File: config.mk
export PLATFORM = sky130hd
export DESIGN_NAME = srtf_preemptive_scheduler
export DESIGN_NICKNAME = d
export VERILOG_FILES = /design/src/hdl/srtf_pkg.sv /design/src/hdl/srtf_cell.sv /design/src/hdl/srtf_preemptive_scheduler.sv
export SDC_FILE = /design/constraint.sdc
export NUM_CORES = 2
export LEC_CHECK = 0
export BUFFER_PORTS_ARGS = -buffer_cell sky130_fd_sc_hd__buf_4
export CAP_MARGIN = 20
export CORE_MARGIN = 4
export CORE_UTILIZATION = 30
export DETAILED_ROUTE_END_ITERATION = 8
export GPL_ROUTABILITY_DRIVEN = 0
export GPL_TIMING_DRIVEN = 0
export PLACE_DENSITY_LB_ADDON = 0.3
export SLEW_MARGIN = 15
export SYNTH_ARGS = -nofsm -noshare
export SYNTH_HDL_FRONTEND = slang
export SYNTH_HIERARCHICAL = 1
export SYNTH_SLANG_ARGS = --single-unit
File: constraint.sdc
create_clock -name clk_i -period 7.5 [get_ports clk_i]
set_input_delay 1.125 -clock clk_i [delete_from_list [all_inputs] [get_ports clk_i]]
set_output_delay 1.125 -clock clk_i [all_outputs]
set_load 0.01 [all_outputs]
File: src/hdl/srtf_pkg.sv
// Package for the SRTF scheduler: sizing constants, codes, FSM states and
// the candidate record passed down the cell chain. No dependencies.
package srtf_pkg;

  localparam int unsigned MAX_PROCESSES = 16;

  localparam int unsigned IDX_W   = (MAX_PROCESSES > 1) ? $clog2(MAX_PROCESSES) : 1;
  localparam int unsigned LIM_W   = $clog2(MAX_PROCESSES + 1);
  localparam int unsigned CMP_W   = (LIM_W > 5) ? LIM_W : 5;
  localparam int unsigned SEL_W   = (IDX_W > 4) ? IDX_W : 4;
  localparam int unsigned TIME_W  = 32;
  localparam int unsigned TAB_W   = 16;
  localparam int unsigned CNT_W   = 5;
  localparam int unsigned PC_W    = 5;

  localparam logic [TIME_W-1:0] TIME_MAX  = '1;
  localparam logic [CNT_W-1:0]  COUNT_MAX = '1;
  localparam logic [PC_W-1:0]   PC_RESET  = PC_W'(16);

  localparam logic OP_LOAD = 1'b0;
  localparam logic OP_TICK = 1'b1;

  typedef enum logic [1:0] {
    ST_IDLE,
    ST_SCAN,
    ST_COMMIT
  } state_e;

  // Best slot seen so far as the scan walks the chain.
  typedef struct packed {
    logic             found;
    logic [TAB_W-1:0] rem;
    logic [TAB_W-1:0] arr;
    logic [TAB_W-1:0] bur;
    logic [IDX_W-1:0] idx;
  } cand_t;

endpackage

File: src/hdl/srtf_cell.sv
// One process slot: arrival, burst and remaining time, plus one stage of the
// minimum-remaining search chain. Depends on srtf_pkg.
module srtf_cell
  import srtf_pkg::*;
(
  input  logic              clk_i,
  input  logic              rst_ni,
  input  logic [IDX_W-1:0]  idx_i,
  input  logic              act_i,
  input  logic [TIME_W-1:0] now_i,
  input  logic              wr_i,
  input  logic [TAB_W-1:0]  arr_wr_i,
  input  logic [TAB_W-1:0]  bur_wr_i,
  input  logic              dec_i,
  input  cand_t             cand_i,
  output cand_t             cand_o
);

  logic [TAB_W-1:0] arr_q;
  logic [TAB_W-1:0] bur_q;
  logic [TAB_W-1:0] rem_q, rem_d;
  cand_t            cand_q, cand_d;
  logic             ready;

  always_ff @(posedge clk_i) begin
    if (wr_i) begin
      arr_q <= arr_wr_i;
      bur_q <= bur_wr_i;
    end
  end

  always_comb begin
    rem_d = rem_q;
    if (wr_i) begin
      rem_d = bur_wr_i;
    end else if (dec_i) begin
      rem_d = rem_q - TAB_W'(1);
    end
  end

  always_ff @(posedge clk_i or negedge rst_ni) begin
    if (!rst_ni) begin
      rem_q <= '0;
    end else begin
      rem_q <= rem_d;
    end
  end

  // Strict less-than keeps the lower index on ties.
  assign ready = act_i && (rem_q != '0) && (TIME_W'(arr_q) <= now_i);

  always_comb begin
    cand_d = cand_i;
    if (ready && (!cand_i.found || (rem_q < cand_i.rem))) begin
      cand_d.found = 1'b1;
      cand_d.rem   = rem_q;
      cand_d.arr   = arr_q;
      cand_d.bur   = bur_q;
      cand_d.idx   = idx_i;
    end
  end

  always_ff @(posedge clk_i or negedge rst_ni) begin
    if (!rst_ni) begin
      cand_q <= '0;
    end else begin
      cand_q <= cand_d;
    end
  end

  assign cand_o = cand_q;

endmodule

File: src/hdl/srtf_preemptive_scheduler.sv
// Top level of the SRTF scheduler: control FSM, clock/counters, the chain
// of srtf_cell slots and the result register. Depends on srtf_pkg, srtf_cell.
//
// Usage:
//   Input channel (in_valid_i / in_stall_o) carries one transaction per item:
//   a load (operation_i = 0) writes slot_i's arrival and burst times, a tick
//   (operation_i = 1) runs one scheduling quantum. A transaction is taken at
//   an edge with valid high and stall low.
//   Output channel (out_valid_o / out_stall_i) returns one result per tick;
//   loads give none.
//   A load writes its slot at the edge that accepts it. A tick walks a
//   candidate through the chain of MAX_PROCESSES cells, one cell per cycle,
//   in ST_SCAN, then commits in ST_COMMIT and returns to ST_IDLE; no new
//   item is taken until the tick has committed.
//   A finished result waits in the output register while a new item is taken;
//   if the receiver still stalls when the next tick is ready to commit, the
//   commit holds until the register frees up. Reset clears remaining times,
//   time, completed count and output valid, and sets process_count to 16.
//   cfg_we_i writes process_count: the user must keep it to idle (unchecked).
module srtf_preemptive_scheduler
  import srtf_pkg::*;
(
  input  logic              clk_i,
  input  logic              rst_ni,
  input  logic              cfg_we_i,
  input  logic [PC_W-1:0]   cfg_data_i,
  input  logic              in_valid_i,
  output logic              in_stall_o,
  input  logic              operation_i,
  input  logic [3:0]        slot_i,
  input  logic [TAB_W-1:0]  arrival_time_i,
  input  logic [TAB_W-1:0]  burst_time_i,
  output logic              out_valid_o,
  input  logic              out_stall_i,
  output logic              ran_o,
  output logic [3:0]        process_index_o,
  output logic              finished_o,
  output logic [TIME_W-1:0] completion_time_o,
  output logic [TIME_W-1:0] turnaround_time_o,
  output logic [TIME_W-1:0] waiting_time_o,
  output logic              all_done_o,
  output logic [TIME_W-1:0] current_time_o
);

  state_e state_q, state_d;
  logic [IDX_W-1:0]  scan_cnt_q, scan_cnt_d;
  logic [PC_W-1:0]   pc_q;
  logic [TIME_W-1:0] time_q;
  logic [CNT_W-1:0]  done_cnt_q, done_cnt_d;
  logic [CMP_W-1:0]  limit;
  logic              in_fire, load_fire, tick_fire, commit_fire;

  cand_t chain [MAX_PROCESSES+1];
  cand_t best;

  logic [MAX_PROCESSES-1:0] wr_sel, act, dec;

  logic              out_valid_q;
  logic              ran_q, finished_q, all_done_q;
  logic [3:0]        pidx_q;
  logic [TIME_W-1:0] ct_q, tat_q, wt_q, now_q;

  logic              fin;
  logic [TIME_W-1:0] ct, tat, wt;

  assign in_stall_o  = (state_q != ST_IDLE);
  assign in_fire     = in_valid_i && !in_stall_o;
  assign load_fire   = in_fire && (operation_i == OP_LOAD);
  assign tick_fire   = in_fire && (operation_i == OP_TICK);
  assign commit_fire = (state_q == ST_COMMIT) && (!out_valid_q || !out_stall_i);

  assign limit = (CMP_W'(pc_q) > CMP_W'(MAX_PROCESSES)) ? CMP_W'(MAX_PROCESSES)
                                                         : CMP_W'(pc_q);

  // FSM
  always_ff @(posedge clk_i or negedge rst_ni) begin
    if (!rst_ni) begin
      state_q    <= ST_IDLE;
      scan_cnt_q <= '0;
    end else begin
      state_q    <= state_d;
      scan_cnt_q <= scan_cnt_d;
    end
  end

  always_comb begin
    state_d    = state_q;
    scan_cnt_d = scan_cnt_q;
    unique case (state_q)
      ST_IDLE: begin
        if (tick_fire) state_d = ST_SCAN;
      end
      ST_SCAN: begin
        if (scan_cnt_q == IDX_W'(MAX_PROCESSES - 1)) begin
          scan_cnt_d = '0;
          state_d    = ST_COMMIT;
        end else begin
          scan_cnt_d = scan_cnt_q + IDX_W'(1);
        end
      end
      ST_COMMIT: begin
        if (commit_fire) state_d = ST_IDLE;
      end
      default: state_d = ST_IDLE;
    endcase
  end

  // Cell chain
  assign chain[0] = '0;

  for (genvar g = 0; g < MAX_PROCESSES; g++) begin : g_cell
    assign wr_sel[g] = load_fire && (SEL_W'(slot_i) == SEL_W'(g));
    assign act[g]    = (CMP_W'(g) < limit);
    assign dec[g]    = commit_fire && best.found && (best.idx == IDX_W'(g));

    srtf_cell u_cell (
      .clk_i    (clk_i),
      .rst_ni   (rst_ni),
      .idx_i    (IDX_W'(g)),
      .act_i    (act[g]),
      .now_i    (time_q),
      .wr_i     (wr_sel[g]),
      .arr_wr_i (arrival_time_i),
      .bur_wr_i (burst_time_i),
      .dec_i    (dec[g]),
      .cand_i   (chain[g]),
      .cand_o   (chain[g+1])
    );
  end

  assign best = chain[MAX_PROCESSES];

  // Commit arithmetic
  assign fin = best.found && (best.rem == TAB_W'(1));
  assign ct  = (time_q == TIME_MAX) ? TIME_MAX : time_q + TIME_W'(1);
  assign tat = ct - TIME_W'(best.arr);
  assign wt  = (tat >= TIME_W'(best.bur)) ? tat - TIME_W'(best.bur) : '0;

  always_comb begin
    done_cnt_d = done_cnt_q;
    if (fin && (done_cnt_q != COUNT_MAX)) begin
      done_cnt_d = done_cnt_q + CNT_W'(1);
    end
  end

  always_ff @(posedge clk_i or negedge rst_ni) begin
    if (!rst_ni) begin
      pc_q       <= PC_RESET;
      time_q     <= '0;
      done_cnt_q <= '0;
    end else begin
      if (cfg_we_i) pc_q <= cfg_data_i;
      if (commit_fire) begin
        done_cnt_q <= done_cnt_d;
        if (time_q != TIME_MAX) time_q <= time_q + TIME_W'(1);
      end
    end
  end

  // Result register
  always_ff @(posedge clk_i or negedge rst_ni) begin
    if (!rst_ni) begin
      out_valid_q <= 1'b0;
    end else if (commit_fire) begin
      out_valid_q <= 1'b1;
    end else if (!out_stall_i) begin
      out_valid_q <= 1'b0;
    end
  end

  always_ff @(posedge clk_i) begin
    if (commit_fire) begin
      ran_q      <= best.found;
      pidx_q     <= best.found ? 4'(best.idx) : 4'd0;
      finished_q <= fin;
      ct_q       <= fin ? ct  : '0;
      tat_q      <= fin ? tat : '0;
      wt_q       <= fin ? wt  : '0;
      all_done_q <= (CMP_W'(done_cnt_d) == limit);
      now_q      <= time_q;
    end
  end

  assign out_valid_o       = out_valid_q;
  assign ran_o             = ran_q;
  assign process_index_o   = pidx_q;
  assign finished_o        = finished_q;
  assign completion_time_o = ct_q;
  assign turnaround_time_o = tat_q;
  assign waiting_time_o    = wt_q;
  assign all_done_o        = all_done_q;
  assign current_time_o    = now_q;

`ifndef SYNTH
  a_valid_from_commit: assert property (@(posedge clk_i) disable iff (!rst_ni)
    $rose(out_valid_q) |-> $past(state_q == ST_COMMIT))
    else $error("result appeared without a commit");

  a_finished_ran: assert property (@(posedge clk_i) disable iff (!rst_ni)
    (out_valid_o && finished_o) |-> ran_o)
    else $error("finished without a running slot");

  a_time_monotonic: assert property (@(posedge clk_i) disable iff (!rst_ni)
    1'b1 |=> (time_q >= $past(time_q)))
    else $error("time went backwards");

  a_cnt_idle: assert property (@(posedge clk_i) disable iff (!rst_ni)
    (state_q != ST_SCAN) |-> (scan_cnt_q == '0))
    else $error("scan counter not cleared outside scan");
`endif

endmodule

After elaboration in Yosys (flattened, before gate mapping)
Cells that the tools add are included.
{"block": "word_totals", "reg_bits": 1800, "input_bits": 47, "elab_cells": 472}
{"block": "op_classes", "n_addsub": 21, "magnitude_cmp": 49, "eq_ne": 42, "mux": 58, "bitwise": 1, "reduce_logical": 159}
{"op": "$mux 53", "n": 16}
{"op": "$le 16x32->1", "n": 16}
{"op": "$mux 16", "n": 32}
{"op": "$reduce_bool 16->1", "n": 16}
{"op": "$sub 16x1->16 const B", "n": 16}
{"op": "$lt 16x16->1", "n": 15}
{"op": "$logic_and 1x1->1", "n": 86}
{"op": "$eq 4x4->1 const B", "n": 17}
{"op": "$sub 32x16->32", "n": 2}
{"op": "$lt 4x5->1 const A", "n": 8}
{"op": "$reduce_bool 2->1", "n": 17}
{"op": "$add 32x1->32 const B", "n": 1}
{"op": "$eq 32x32->1 const B", "n": 1}
{"op": "$eq 4x3->1 const B", "n": 8}
{"op": "$ge 32x16->1", "n": 1}
{"op": "$mux 32", "n": 1}
{"op": "$ne 32x32->1 const B", "n": 1}
{"op": "$lt 3x5->1 const A", "n": 4}
{"op": "$logic_not 1->1", "n": 18}
{"op": "$eq 16x1->1 const B", "n": 1}
{"op": "$eq 4x2->1 const B", "n": 4}
{"op": "$logic_or 1x1->1", "n": 16}
{"op": "$lt 1x5->1 const A", "n": 2}
{"op": "$lt 2x5->1 const A", "n": 2}
{"op": "20 further kinds", "n": 29}

Longest topological paths before layout
{"block": "logic_depth", "depth_word": 7, "ltp_mapped": 27, "mapped_depth_nobuf": 25}

By module
Netlist, hierarchy kept.
{"mod": "srtf_cell (g_cell[0].u_cell ...)", "n_inst": 15, "cells_per_inst": 355, "area_each_um2": 4626.9}
{"mod": "srtf_preemptive_scheduler", "n_inst": 1, "cells_per_inst": 985, "area_each_um2": 10289.9}
{"mod": "srtf_cell (g_cell[3].u_cell)", "n_inst": 1, "cells_per_inst": 352, "area_each_um2": 4822.1}

Worst setup path before layout
Ideal clock, no wire load.
{"block": "synth_timing", "path_kind": "in2reg", "startpoint": "input out_stall_i", "endpoint": "register g_cell[2].u_cell.rem_q[15]", "arrival_ns": 6.418, "path_slack_ns": 0.837, "cell_stages": 11, "path_cell_list": "nand2_1 -> nand2b_1 -> inv_1 -> nand4b_1 -> nor3_1 -> nor4b_4 -> nand3b_1 -> or4_1 -> nor3b_1 -> xnor2_1 -> o21ai_1"}
{"block": "synth_via", "elab_chain_cells": 6}
{"element": "start, declared", "line_no": "srtf_preemptive_scheduler.sv:34", "source": "input logic out_stall_i,"}
{"element": "$logic_not 1->1"}
{"element": "$logic_or 1x1->1", "line_no": "srtf_preemptive_scheduler.sv:70", "source": "assign commit_fire = (state_q == ST_COMMIT) && (!out_valid_q || !out_stall_i);"}
{"element": "$logic_and 1x1->1", "line_no": "srtf_preemptive_scheduler.sv:70"}
{"element": "net commit_fire", "line_no": "srtf_preemptive_scheduler.sv:51", "source": "logic in_fire, load_fire, tick_fire, commit_fire;"}
{"element": "$logic_and 1x1->1 (2 in a row)", "line_no": "srtf_preemptive_scheduler.sv:114", "source": "assign dec[g] = commit_fire && best.found && (best.idx == IDX_W'(g));"}
{"element": "net dec[2]", "line_no": "srtf_preemptive_scheduler.sv:56", "source": "logic [MAX_PROCESSES-1:0] wr_sel, act, dec;"}
{"element": "$reduce_bool 2->1 (no source line)"}
{"element": "end signal, assigned", "line_no": "srtf_cell.sv:45", "source": "rem_q <= rem_d;"}
{"element": "end, declared", "line_no": "srtf_cell.sv:21", "source": "logic [TAB_W-1:0] rem_q, rem_d;"}
The timed path passes the listed nets, and every way through them passes these cells.
A chain may end at the register's enable or synchronous reset.

Worst setup path in the final report
{"block": "layout_timing", "startpoint": "register time_q[3]", "endpoint": "register wt_q[26], in the netlist waiting_time_o[26], data pin"}
{"block": "layout_via", "elab_chain_cells": 5}
{"element": "start, declared", "line_no": "srtf_preemptive_scheduler.sv:48", "source": "logic [TIME_W-1:0] time_q;"}
{"element": "start signal, assigned", "line_no": "srtf_preemptive_scheduler.sv:155", "source": "if (time_q != TIME_MAX) time_q <= time_q + TIME_W'(1);"}
{"element": "$eq 32x32->1 (*)", "line_no": "srtf_preemptive_scheduler.sv:135", "source": "assign ct = (time_q == TIME_MAX) ? TIME_MAX : time_q + TIME_W'(1);"}
{"element": "$mux 32 (*)", "line_no": "srtf_preemptive_scheduler.sv:135"}
{"element": "net ct[2]", "line_no": "srtf_preemptive_scheduler.sv:64", "source": "logic [TIME_W-1:0] ct, tat, wt;"}
{"element": "$sub 32x16->32 (*)", "line_no": "srtf_preemptive_scheduler.sv:136", "source": "assign tat = ct - TIME_W'(best.arr);"}
{"element": "net tat[13]", "line_no": "srtf_preemptive_scheduler.sv:64"}
{"element": "$ge 32x16->1", "line_no": "srtf_preemptive_scheduler.sv:137", "source": "assign wt = (tat >= TIME_W'(best.bur)) ? tat - TIME_W'(best.bur) : '0;"}
{"element": "$reduce_and 2->1 (no source line)"}
{"element": "end signal, assigned", "line_no": "srtf_preemptive_scheduler.sv:178", "source": "wt_q <= fin ? wt : '0;"}
{"element": "end, declared", "line_no": "srtf_preemptive_scheduler.sv:61", "source": "logic [TIME_W-1:0] ct_q, tat_q, wt_q, now_q;"}
The timed path passes the listed nets; every way through them passes the cells marked *.

==> flow_summary.toml <==
[worst_setup_path]
cp_num_buf_inv = 3
cp_common_cell = "nand2_1"
ff2ff_path_depth = 26
r2r_start = "time_q[3]"
cp-start-kind = "flip-flop"
required_ns = 8.04
path_delay_family = "simple AND/OR/NAND/NOR gates"
timing.rr.end = "waiting_time_o[26]"
r2r_slack_ns = 0.43
crit_path_top_delay_cell = "dfrtp_2"
crit_fanout = 23
critPathKind = "flip-flop to flip-flop"
critPathArrivalTime_ns = 7.61
cp-end-kind = "flip-flop"
slowest_delay_ns = 0.83

[yosys]
synth_edf_count = 647
ys_ff_latch = 1800
synth_seq_area_share_pct = 57.1
synth_warnings = 6
netlist_area_mm2 = 0.0845
synth-main-ff-cell = "dfrtp_1"
syn_avg_cell_area_um2 = 12.7
synth.area.top_cells = "dfrtp_1 34%, edfxtp_1 23%, ha_1 8.1%"
yosysTopAreaCell = "dfrtp_1"
yosysTopAreaCellShare_pct = 34.1
synthArstFlopShare_pct = 64.1
syn_inst = 6662
yosys.cell_types.count = 89

[detailed_routing]
drt_first_pass_iters = 7
vias_per_cell = 4.64
drc = 0
num_vias = 51487
drt_wl_total_um = 211000
routedWlPerCell_um = 19.0
drtIter0Drc = 3023
ant_nets = 0

[global_route]
grt_pass1_vias = 54367
grt_usage_pct = 14.3
antenna_found_initial = 5
grt_pass1_wl_um = 326000
grt_start_max_net_pins = 157
grt_overflow_total = 0

[final_layout]
final_cell_area_mm2 = 0.0984
layout_common_cells = "1138 x dfrtp_1, 647 x edfxtp_1, 595 x mux2_2, 578 x inv_1, 548 x ha_1"
fin_nets = 7814
final_common_cell = "dfrtp_1"
drive_gt1_share_pct = 19.0
area_delta_synth_final_pct = 16.4
fin_cells = 11095

[timing]
finalCritPeriodShare_pct = 94.3
setup_viol = 0
grt_setup_unrepaired = "false"
drv_slew = 0
hold_viol = 0
setup_ws_ns = 0.426
worst_slew_pin_slew_ns = 1.11
fin_hold_ws_ns = 0.0845
skew_ns = 0.0741
max_freq_mhz = 141
fin_crit_ns = 7.07
max-slew-margin-rel_pct = 25.9

[pwr]
peakVddDrop_v = 0.000277
leakage_nw = 39.2
power_mw = 39.3
pwr_density_cell_mw_per_mm2 = 399

[status]
status = "complete, no violations"

[floorplanning]
start_util_pct = 30.2
num_io_pins = 184
die_y_um = 539
die-area_mm2 = 0.290
core_area_mm2 = 0.280
rows = 194
die_x_um = 539

[clocking]
clock_latency_ns = 0.84
clk_pin_slew_ns = 0.07
clock-root-buffer = "clkbuf_16"
clk_path_buf_depth = 4
cts_made_buffers = 192
cts.sinks = 1800
cts_tree = "built"
h-tree-depth = 4

[placement]
port_buffers = 183
dp_hpwl_um = 154000
place_area_mm2 = 0.0919
pre_cts_slack_ns = -0.823
dpl.cell_count = 10740

[job]
maxCapViolations = 0

[min_path]
hp-class = "input pin to async pin"
==> cells by family (layout without fill, tap and decap cells) <==
group	count (synthesis)	count (layout)	share of synthesized area [%]
multiplexers	844	844	11.4
buffers and inverters	733	1307	4.02
AND/OR/NAND/NOR	1531	1531	9.50
adder cells (fa/ha/maj)	550	550	8.16
other	2	137	0.00889
flip-flops	1800	1800	57.1
AO/OA/AOI/OAI	850	850	6.09
XOR/XNOR	352	352	3.67
==> sequential cells by signal, summed over array words and instances (netlist names), 5 cells and up <==
name and flops:
completion_time_o 32, current_time_o 32, done_cnt_q 5, g_cell.u_cell/arr_q 256, g_cell.u_cell/bur_q 256, g_cell.u_cell/cand_o 848, g_cell.u_cell/rem_q 256, pc_q 5
time_q 32, turnaround_time_o 32, waiting_time_o 32
==> final cells by class <==
cell class              count  area, µm²
clock buffers             259       5380
repair buffers            230       2150
flip-flops and latches   1800      48300
well taps                3724       4660
inverters                 579       2180
multi-input cells        4260      33500
clock inverters            85       1000
plain buffers             154       1220
diodes                      4       10.0
fillers                 27036     181000
==> how the worst max path moves through the flow <==
stage | startpoint | end | depth (start not counted)
3_3_place_gp | rst_ni | g_cell[14].u_cell/cand_o[50] | 1
2_1_floorplan | out_stall_i | g_cell[2].u_cell/rem_q[15] | 11
3_5_place_dp | time_q[1] | waiting_time_o[3] | 27
5_1_grt | time_q[1] | waiting_time_o[26] | 26
6_report | time_q[3] | waiting_time_o[26] | 26
4_1_cts | time_q[1] | waiting_time_o[3] | 27
==> through the flow <==
stage | util [%] | TNS [ns]
2_1_floorplan | - | 0
3_3_place_gp | 32.5 | -
3_5_place_dp | 32.8 | -24.61
4_1_cts | 35.1 | 0
5_1_grt | 35.2 | 0
6_report | 35.2 | 0
==> timing repair <==
item                                    in CTS  in global routing
gates resized for setup                     13                  4
buffers inserted                             1                  4
pin swaps                                    1                  1
hold buffers                                 0                  0
gates cloned                                 0                  0
endpoints found under the setup margin      32                 32
==> Yosys cell counts (64+ instances only) <==
master,count
a21oi_1,259
buf_6,82
clkbuf_1,64
dfrtp_1,1152
edfxtp_1,647
ha_1,548
inv_1,579
mux2_1,180
mux2_2,595
nand2_1,535
nand4_1,104
nor2_1,251
nor3_1,168
nor4_1,106
o21ai_0,360
xnor2_1,219
xor2_1,131
==> layer usage <==
metal | GRT usage, % | part of all wire (%) | up-vias | wire [µm]
li1 | - | - | 24688 | -
met1 | 19.6 | 46 | 25297 | 97300
met2 | 23.1 | 46 | 1148 | 96300
met3 | 2.23 | 4.9 | 354 | 10300
met4 | 4.58 | 3.4 | 0 | 7080
met5 | 0 | 0 | - | 0
==> power by group <==
group,total [mW],internal [mW],switching [mW]
combinational,15.0,7.63,7.39
clock,9.65,5.77,3.88
sequential,14.6,12.9,1.69
(Power assumes the default switching activity.)
